`src/rvc_pkg.sv`:
```
// Package for the repeated value collector.
// Holds field widths, the action codes, the mark encoding and the control states.
// No dependencies.
`timescale 1ns / 1ps

package rvc_pkg;

  // Field widths
  localparam int VALUE_W   = 10;
  localparam int ACTION_W  = 2;
  localparam int S_TDATA_W = 16;
  localparam int M_TDATA_W = 16;
  localparam int M_TUSER_W = 2;

  // Input action codes
  typedef enum logic [ACTION_W-1:0] {
    ACT_ADD   = 2'd0,
    ACT_FETCH = 2'd1,
    ACT_CLEAR = 2'd2
  } action_t;

  // Per-value mark held in the store
  typedef enum logic [1:0] {
    MARK_UNSEEN   = 2'd0,
    MARK_ONCE     = 2'd1,
    MARK_REPEATED = 2'd2
  } mark_t;

  // Control states
  typedef enum logic [1:0] {
    ST_IDLE,
    ST_SCAN,
    ST_CLEAR
  } state_t;

endpackage

```
`src/rvc_mark_ram.sv`:
```
// Mark store of the repeated value collector: one write port, one read port,
// read data registered (read-first on a same-address collision). Uses rvc_pkg.
`timescale 1ns / 1ps

module rvc_mark_ram
  import rvc_pkg::*;
#(
  parameter int DEPTH = 1024,
  localparam int ADDR_W = $clog2(DEPTH)
) (
  input  logic              clk,
  input  logic              wr_en,
  input  logic [ADDR_W-1:0] wr_addr,
  input  mark_t             wr_data,
  input  logic              rd_en,
  input  logic [ADDR_W-1:0] rd_addr,
  output mark_t             rd_data
);

  mark_t mem [DEPTH];

  // Write one entry
  always_ff @(posedge clk) begin
    if (wr_en) begin
      mem[wr_addr] <= wr_data;
    end
  end

  // Read one entry, data valid next cycle
  always_ff @(posedge clk) begin
    if (rd_en) begin
      rd_data <= mem[rd_addr];
    end
  end

endmodule

```
`src/repeated_value_collect_core.sv`:
```
// Top level of the repeated value collector: control, add pipeline, scan and
// clearing sweep around the mark store. Uses rvc_pkg and rvc_mark_ram.
//
//   Channel   Dir  Handshake          Payload
//   s_*       in   s_tvalid/s_tready  s_tuser = action, s_tdata = value
//   m_*       out  m_tvalid/m_tready  m_tdata = dup_value, m_tuser = {scan_done, dup_valid}
//
// Add items are taken one per cycle while idle; each is a registered read-modify-write
// of the mark store, with the store write forwarded to a same-value read.
// A fetch scans the store from the cursor until it finds a repeated value or the end,
// one store read per cycle. A clear sweeps every entry of the store back to unseen, and
// after reset the same sweep runs before s_tready rises.
// A fetch result waits in the output register; a new fetch holds its answer
// until that register is free.
`timescale 1ns / 1ps

module repeated_value_collect_core
  import rvc_pkg::*;
#(
  parameter int VALUE_COUNT = 1024
) (
  input  logic                 clk,
  input  logic                 rst,
  input  logic                 s_tvalid,
  output logic                 s_tready,
  input  logic [S_TDATA_W-1:0] s_tdata,   // [9:0] value
  input  logic [ACTION_W-1:0]  s_tuser,   // [1:0] action
  output logic                 m_tvalid,
  input  logic                 m_tready,
  output logic [M_TDATA_W-1:0] m_tdata,   // [9:0] dup_value
  output logic [M_TUSER_W-1:0] m_tuser    // [0] dup_valid, [1] scan_done
);

  localparam int IDX_W  = $clog2(VALUE_COUNT);
  localparam int CUR_W  = $clog2(VALUE_COUNT + 1);
  localparam int WIDE_W = (CUR_W > VALUE_W) ? CUR_W : VALUE_W;
  localparam logic [CUR_W-1:0] CUR_END  = CUR_W'(VALUE_COUNT);
  localparam logic [IDX_W-1:0] IDX_LAST = IDX_W'(VALUE_COUNT - 1);

  // Control and scan state
  state_t            state, state_next;
  logic [CUR_W-1:0]  cursor, cursor_next;
  logic [CUR_W-1:0]  issue_pos, issue_pos_next;
  logic [CUR_W-1:0]  check_pos, check_pos_next;
  logic              chk_valid, chk_valid_next;
  logic [IDX_W-1:0]  clr_idx, clr_idx_next;

  // Add stage
  logic              add_valid;
  logic [IDX_W-1:0]  add_idx;
  logic              add_fwd;
  mark_t             add_fwd_mark;
  mark_t             add_old;
  mark_t             add_new;

  // Output register
  logic              out_valid, out_valid_next;
  logic [VALUE_W-1:0] out_value, out_value_next;
  logic              out_dup, out_dup_next;
  logic              out_done, out_done_next;

  // Store ports
  logic              wr_en;
  logic [IDX_W-1:0]  wr_addr;
  mark_t             wr_data;
  logic              rd_en;
  logic [IDX_W-1:0]  rd_addr;
  mark_t             rd_data;

  // Input decode
  action_t           in_action;
  logic [WIDE_W-1:0] in_wide;
  logic              in_range;
  logic [IDX_W-1:0]  in_idx;
  logic              in_add;
  logic              slot_free;
  logic              found;

  assign in_action = action_t'(s_tuser);
  assign in_wide   = WIDE_W'(s_tdata[VALUE_W-1:0]);
  assign in_range  = in_wide < WIDE_W'(VALUE_COUNT);
  assign in_idx    = IDX_W'(in_wide);
  assign in_add    = s_tvalid && s_tready && (in_action == ACT_ADD) && in_range;

  assign slot_free = !out_valid || m_tready;
  assign found     = chk_valid && (rd_data == MARK_REPEATED);

  // Update the mark of the value in the add stage
  assign add_old = add_fwd ? add_fwd_mark : rd_data;
  assign add_new = (add_old == MARK_UNSEEN) ? MARK_ONCE : MARK_REPEATED;

  rvc_mark_ram #(
    .DEPTH (VALUE_COUNT)
  ) u_mark_ram (
    .clk     (clk),
    .wr_en   (wr_en),
    .wr_addr (wr_addr),
    .wr_data (wr_data),
    .rd_en   (rd_en),
    .rd_addr (rd_addr),
    .rd_data (rd_data)
  );

  // Next state, store access and result
  always_comb begin
    state_next     = state;
    cursor_next    = cursor;
    issue_pos_next = issue_pos;
    check_pos_next = check_pos;
    chk_valid_next = chk_valid;
    clr_idx_next   = clr_idx;
    out_valid_next = out_valid && !m_tready;
    out_value_next = out_value;
    out_dup_next   = out_dup;
    out_done_next  = out_done;
    s_tready       = 1'b0;
    rd_en          = 1'b0;
    rd_addr        = in_idx;
    wr_en          = add_valid;
    wr_addr        = add_idx;
    wr_data        = add_new;

    case (state)
      ST_IDLE: begin
        s_tready = 1'b1;
        if (s_tvalid) begin
          case (in_action)
            ACT_ADD: begin
              rd_en = in_range;
            end
            ACT_FETCH: begin
              state_next     = ST_SCAN;
              issue_pos_next = cursor;
              chk_valid_next = 1'b0;
            end
            ACT_CLEAR: begin
              state_next   = ST_CLEAR;
              clr_idx_next = '0;
              cursor_next  = '0;
            end
            default: begin
            end
          endcase
        end
      end

      ST_SCAN: begin
        if (found) begin
          // Report the repeated value once the output slot is free
          if (slot_free) begin
            out_valid_next = 1'b1;
            out_value_next = VALUE_W'(check_pos);
            out_dup_next   = 1'b1;
            out_done_next  = 1'b0;
            cursor_next    = CUR_W'(check_pos + 1'b1);
            chk_valid_next = 1'b0;
            state_next     = ST_IDLE;
          end
        end else if (issue_pos < CUR_END) begin
          // Advance the scan by one entry
          rd_en          = 1'b1;
          rd_addr        = IDX_W'(issue_pos);
          check_pos_next = issue_pos;
          chk_valid_next = 1'b1;
          issue_pos_next = CUR_W'(issue_pos + 1'b1);
        end else if (slot_free) begin
          // Nothing left: report done and park the cursor at the end
          out_valid_next = 1'b1;
          out_value_next = '0;
          out_dup_next   = 1'b0;
          out_done_next  = 1'b1;
          cursor_next    = CUR_END;
          chk_valid_next = 1'b0;
          state_next     = ST_IDLE;
        end
      end

      ST_CLEAR: begin
        wr_en        = 1'b1;
        wr_addr      = clr_idx;
        wr_data      = MARK_UNSEEN;
        clr_idx_next = IDX_W'(clr_idx + 1'b1);
        if (clr_idx == IDX_LAST) begin
          state_next  = ST_IDLE;
          cursor_next = '0;
        end
      end

      default: begin
        state_next = ST_IDLE;
      end
    endcase
  end

  // Control registers; reset starts the clearing sweep
  always_ff @(posedge clk) begin
    if (rst) begin
      state     <= ST_CLEAR;
      cursor    <= '0;
      chk_valid <= 1'b0;
      clr_idx   <= '0;
      add_valid <= 1'b0;
      out_valid <= 1'b0;
    end else begin
      state     <= state_next;
      cursor    <= cursor_next;
      chk_valid <= chk_valid_next;
      clr_idx   <= clr_idx_next;
      add_valid <= in_add;
      out_valid <= out_valid_next;
    end
  end

  // Payload registers; capture the write that collides with this read
  always_ff @(posedge clk) begin
    issue_pos    <= issue_pos_next;
    check_pos    <= check_pos_next;
    add_idx      <= in_idx;
    add_fwd      <= rd_en && wr_en && (wr_addr == rd_addr);
    add_fwd_mark <= wr_data;
    out_value    <= out_value_next;
    out_dup      <= out_dup_next;
    out_done     <= out_done_next;
  end

  assign m_tvalid = out_valid;
  assign m_tdata  = M_TDATA_W'(out_value);
  assign m_tuser  = {out_done, out_dup};

  // An add write never overlaps the clearing sweep or a scan
  assert property (@(posedge clk) disable iff (rst) add_valid |-> state == ST_IDLE)
    else $error("add write outside idle state");

  // The cursor never passes the end of the store
  assert property (@(posedge clk) disable iff (rst) cursor <= CUR_END)
    else $error("scan cursor beyond store end");

  // Checked scan data always belongs to an entry inside the store
  assert property (@(posedge clk) disable iff (rst)
    (state == ST_SCAN && chk_valid) |-> check_pos < CUR_END)
    else $error("scan checks an entry outside the store");

  // A result is never both a repeated value and a finished scan
  assert property (@(posedge clk) disable iff (rst) out_valid |-> (out_dup != out_done))
    else $error("result flags inconsistent");

endmodule

```
`config.mk`:
```
export PLATFORM = sky130hd
export DESIGN_NAME = repeated_value_collect_core
export DESIGN_NICKNAME = d
export VERILOG_FILES = /design/src/rvc_pkg.sv /design/src/rvc_mark_ram.sv /design/src/repeated_value_collect_core.sv
export SDC_FILE = /design/constraint.sdc
export NUM_CORES = 2
export LEC_CHECK = 0
export ABC_AREA = 1
export BUFFER_PORTS_ARGS = -buffer_cell sky130_fd_sc_hd__buf_2
export CORE_ASPECT_RATIO = 0.75
export CORE_UTILIZATION = 31
export DETAILED_ROUTE_END_ITERATION = 10
export SLEW_MARGIN = 20
export SYNTH_ARGS = -nofsm -noshare
export SYNTH_HDL_FRONTEND = slang
export SYNTH_SLANG_ARGS = --single-unit
```
`constraint.sdc`:
```
create_clock -name clk -period 36.6 [get_ports clk]
set_input_delay 7.32 -clock clk [delete_from_list [all_inputs] [get_ports clk]]
set_output_delay 7.32 -clock clk [all_outputs]
set_load 0.005 [all_outputs]
```
==> summary.txt <==
GRT
  • Initial antenna violation count: 14
  • First-pass GRT wire length: 399000 microns
  • Remaining Overflow, GRT: 0
  • Pin count of the biggest net entering global routing: 256
  • Vias in the first global route: 62800
  • Total GRT Usage: 17.3%

Clock network
  • CTS tree: done
  • Buffers from clock root to sink, at most: 4
  • Number of H-tree branching levels: 4
  • Number of setup buffers added after CTS: 0
  • Hold Buf Count CTS: 0
  • Post-cts repair resize count: 0
  • Post-CTS clock slew at the launch and capture registers of the worst setup and hold paths: 0.07 ns
  • Num CTS Buffers: 195
  • Clock latency at the later pin of the worst-skew pair: 0.89 ns
  • TritonCTS Sinks: 2123
  • CTS root buf: clkbuf_16

Routing
  • Sum of routed wire length over all layers: 274000 microns
  • Number of design-rule violations left by the first detailed-router iteration: 8752
  • Wire per inst: 21.2 microns
  • Number of antenna-violating nets in the routed design: 0
  • First drt pass iteration count: 6
  • Post-route DRC: 0
  • Via count: 66200
  • Vias per Instance: 5.11

Layout
  • Share of cells above drive strength 1: 5.81%
  • Final Net Count: 8765
  • Area growth syn-to-layout: 10.6%
  • Post-Route Utilization: 34.6%
  • Number of filler cells placed in the layout: 29700
  • Final non-filler cell total: 12900

STA
  • Setup violation total in the final timing report: 0
  • Fin Clk Skew: 0.0563 ns
  • Smallest hold slack: 0.466 ns
  • Headroom to the max-slew limit: 16.8%
  • Period Utilization, post-route: 40.0%
  • Setup ws final: 21.98 ns
  • Final Hold Viols: 0
  • Max-slew violation count: 0
  • Minimum clock period: 14.62 ns
  • RSZ-0062 raised after global routing: no
  • Summed negative setup slack over all endpoints: 0 ns
  • Worst Max-Slew Pin Slew: 1.25 ns
  • Peak Freq: 68.4 MHz

Power and ir drop
  • Switching power of the nets: 0.00205 W
  • Combinational power share: 21.3%
  • Part of the power in registers: 47.0%
  • Cell-internal power: 0.00426 W
  • Clock group share of total power: 31.6%
  • PwrDens: 60.5 nW/um^2
  • Total leakage power: 37.3 nW
  • Peak ir drop on the vdd network: 91.0 uV
  • Switching share of total power: 32.5%

Setup path
  • Depth of the most critical reg-to-reg path: 22
  • Required time at the endpoint of the critical path: 37.12 ns
  • Largest driver fanout on the critical path: 226
  • Category of the worst setup path launch point: primary input
  • Crit path DAT: 15.14 ns
  • Sort of element at the end of the critical path: flop
  • Setup Crit Path Kind: in -> reg

Synthesis
  • Post-synthesis instance area: 94300 sq um
  • Post-Synth Adder-Cell Area: 0.0796%
  • Synth unique cells: 40
  • Synth area leaders: edfxtp_1 (66%), nand2_1 (8.3%), nand3_1 (7.0%)
  • Fraction of the mapped netlist area in compound gates: 4.09%
  • FF+latch count, synth: 2123
  • Cell count after synthesis: 9067
  • Simple-gate portion of the synthesized area: 22.1%
  • Synth Warn #: 0
  • Xor-xnor portion of the synthesized cell area: 0.0929%
  • Top cell type's share of synthesized area: 66.4%
  • Part of the Yosys area used for sequential elements: 67.2%
  • Largest family of logic cells by synthesized area: simple AND/OR/NAND/NOR gates
  • Mean Syn Cell Area: 10.4 sq um
  • Cell taking the most area after synthesis: edfxtp_1
  • Multiplexer share of the synthesized area: 0%

Worst hold path
  • Path class of the lowest-slack min-delay path: reg -> reg
  • Number of cells on the worst hold path: 2

Floorplan
  • IO Count: 42
  • Effective utilization at floorplan: 31.3%
  • Die Span X: 639 microns
  • Standard-cell rows: 174
  • Die height: 480 microns
  • Die area: 306000 sq um
  • Placeable Area: 301000 sq um

Run
  • Max-capacitance violation count: 0

Placement
  • Dpl ws: 21.05 ns
  • Half-perimeter wire length after placement: 137000 microns
  • Count of input and output buffers: 29
  • Placed Cells: 12600
  • Placer Congestion: 0.817

Outcome
  • Run status: completed
power by group through the flow:
stage          combinational [W]  sequential, W  clock (W)
6_report                 0.00134        0.00297    0.00199
5_1_grt                  0.00142        0.00296    0.00212
4_1_cts                  0.00132        0.00296    0.00202
3_5_place_dp             0.00132        0.00302          0
3_3_place_gp             0.00130        0.00302          0
2_1_floorplan           0.000686        0.00338          0
per-layer routing:
layer  GRT usage [%]  routed length (microns)  vias to the layer above
met5           0.279                      172                        -
met4            4.22                     6830                       10
met3            3.34                    29500                      421
met2            26.6                   119000                     3282
met1            25.1                   119000                    32400
li1                -                        -                    30100
registers in the layout, summed over array words and instances, names as in the netlist, 2 cells and up:
name and cells:
add_fwd_mark 2, add_idx 10, check_pos 11, clr_idx 10, cursor 11, issue_pos 11
out_value 10, state 2, u_mark_ram.mem 2048, u_mark_ram.rd_data 2
final cells by class:
cell class / instances / area [sq um] / area share [%]
Tap cell: 4048 / 5060 / 4.86
Multi-Input combinational cell: 5412 / 25300 / 24.2
Clock inverter: 108 / 853 / 0.818
Antenna cell: 6 / 15.0 / 0.0144
Timing Repair Buffer: 151 / 1300 / 1.24
Clock buffer: 240 / 5160 / 4.95
Sequential cell: 2123 / 63400 / 60.8
Inverter: 854 / 3230 / 3.10
worst max-delay path: stages:
cell and delay, ns:
buf_2 0.12, inv_1 0.16, nand2_1 0.07, nand2_1 0.11
nand3_4 0.26, nand2_8 0.53, buf_4 0.88, buf_6 0.69
buf_4 0.71, buf_4 0.70, buf_12 0.68, buf_4 0.85
o21ai_0 0.20, nand2_1 0.11, nand3_1 0.09, nand3_1 0.19
nand3_1 0.27, nand3_1 0.23, nand3_1 0.10, nand3_1 0.10
nand3_1 0.08, nand3_1 0.08, nand2_1 0.18
per-stage QoR:
step / power (W) / cell area [sq um]
2_1_floorplan: 0.00406 / 94300
5_1_grt: 0.00650 / 104000
6_report: 0.00630 / 104000
3_3_place_gp: 0.00431 / 98200
3_5_place_dp: 0.00434 / 98200
4_1_cts: 0.00631 / 104000
Yosys cell counts (all sizes together):
master	instances
dfxtp	39
nand4	6
nand3b	258
o21ai	189
a221oi	2
nor3	24
inv	854
or2	19
a21o	1
edfxtp	2084
clkbuf	328
nor4	2
nand3	1316
nor2	1104
buf	355
o211ai	359
a31oi	6
ha	6
a211oi	1
o31ai	1
a21oi	21
xnor2	2
nand2	2079
conb	1
or3b	1
o21a	1
xor2	8
cell families (layout without fill, tap and decap cells):
kind of cell    after synthesis  in the layout
buf+inv                    1537           1353
compound gates              581            581
simple gates               4809           4809
xor+xnor                     10             10
other cells                   1             12
flops                      2123           2123
fa+ha+maj                     6              6
cell usage in the layout (no fill, tap or decap), drive strengths merged:
| cell | n |
|---|---|
| a211oi | 1 |
| nand3 | 1316 |
| conb | 6 |
| bufinv | 13 |
| nor3 | 24 |
| nand4 | 6 |
| buf | 151 |
| nor4 | 2 |
| ha | 6 |
| xor2 | 8 |
| o31ai | 1 |
| clkbuf | 240 |
| o211ai | 359 |
| clkinv | 90 |
| inv | 857 |
| a221oi | 2 |
| or2 | 19 |
| clkinvlp | 2 |
| nand2 | 2079 |
| or3b | 1 |
| diode | 6 |
| a21o | 1 |
| dfxtp | 39 |
| nand3b | 258 |
| nor2 | 1104 |
| o21ai | 189 |
| edfxtp | 2084 |
| o21a | 1 |
| a31oi | 6 |
| a21oi | 21 |
| xnor2 | 2 |
worst paths after layout:
check / from / end / slack, ns
worst max-delay path: s_tdata[0] / u_mark_ram.rd_data[0]$_DFFE_PP_ / 21.98
worst min-delay path: cursor[4]$_SDFFE_PP0P_ / cursor[4]$_SDFFE_PP0P_ / 0.47
worst max register to register: u_mark_ram.rd_data[0]$_DFFE_PP_ / u_mark_ram.rd_data[0]$_DFFE_PP_ / 27.67
worst min register to register: cursor[4]$_SDFFE_PP0P_ / cursor[4]$_SDFFE_PP0P_ / 0.47
(Power assumes the default switching activity.)
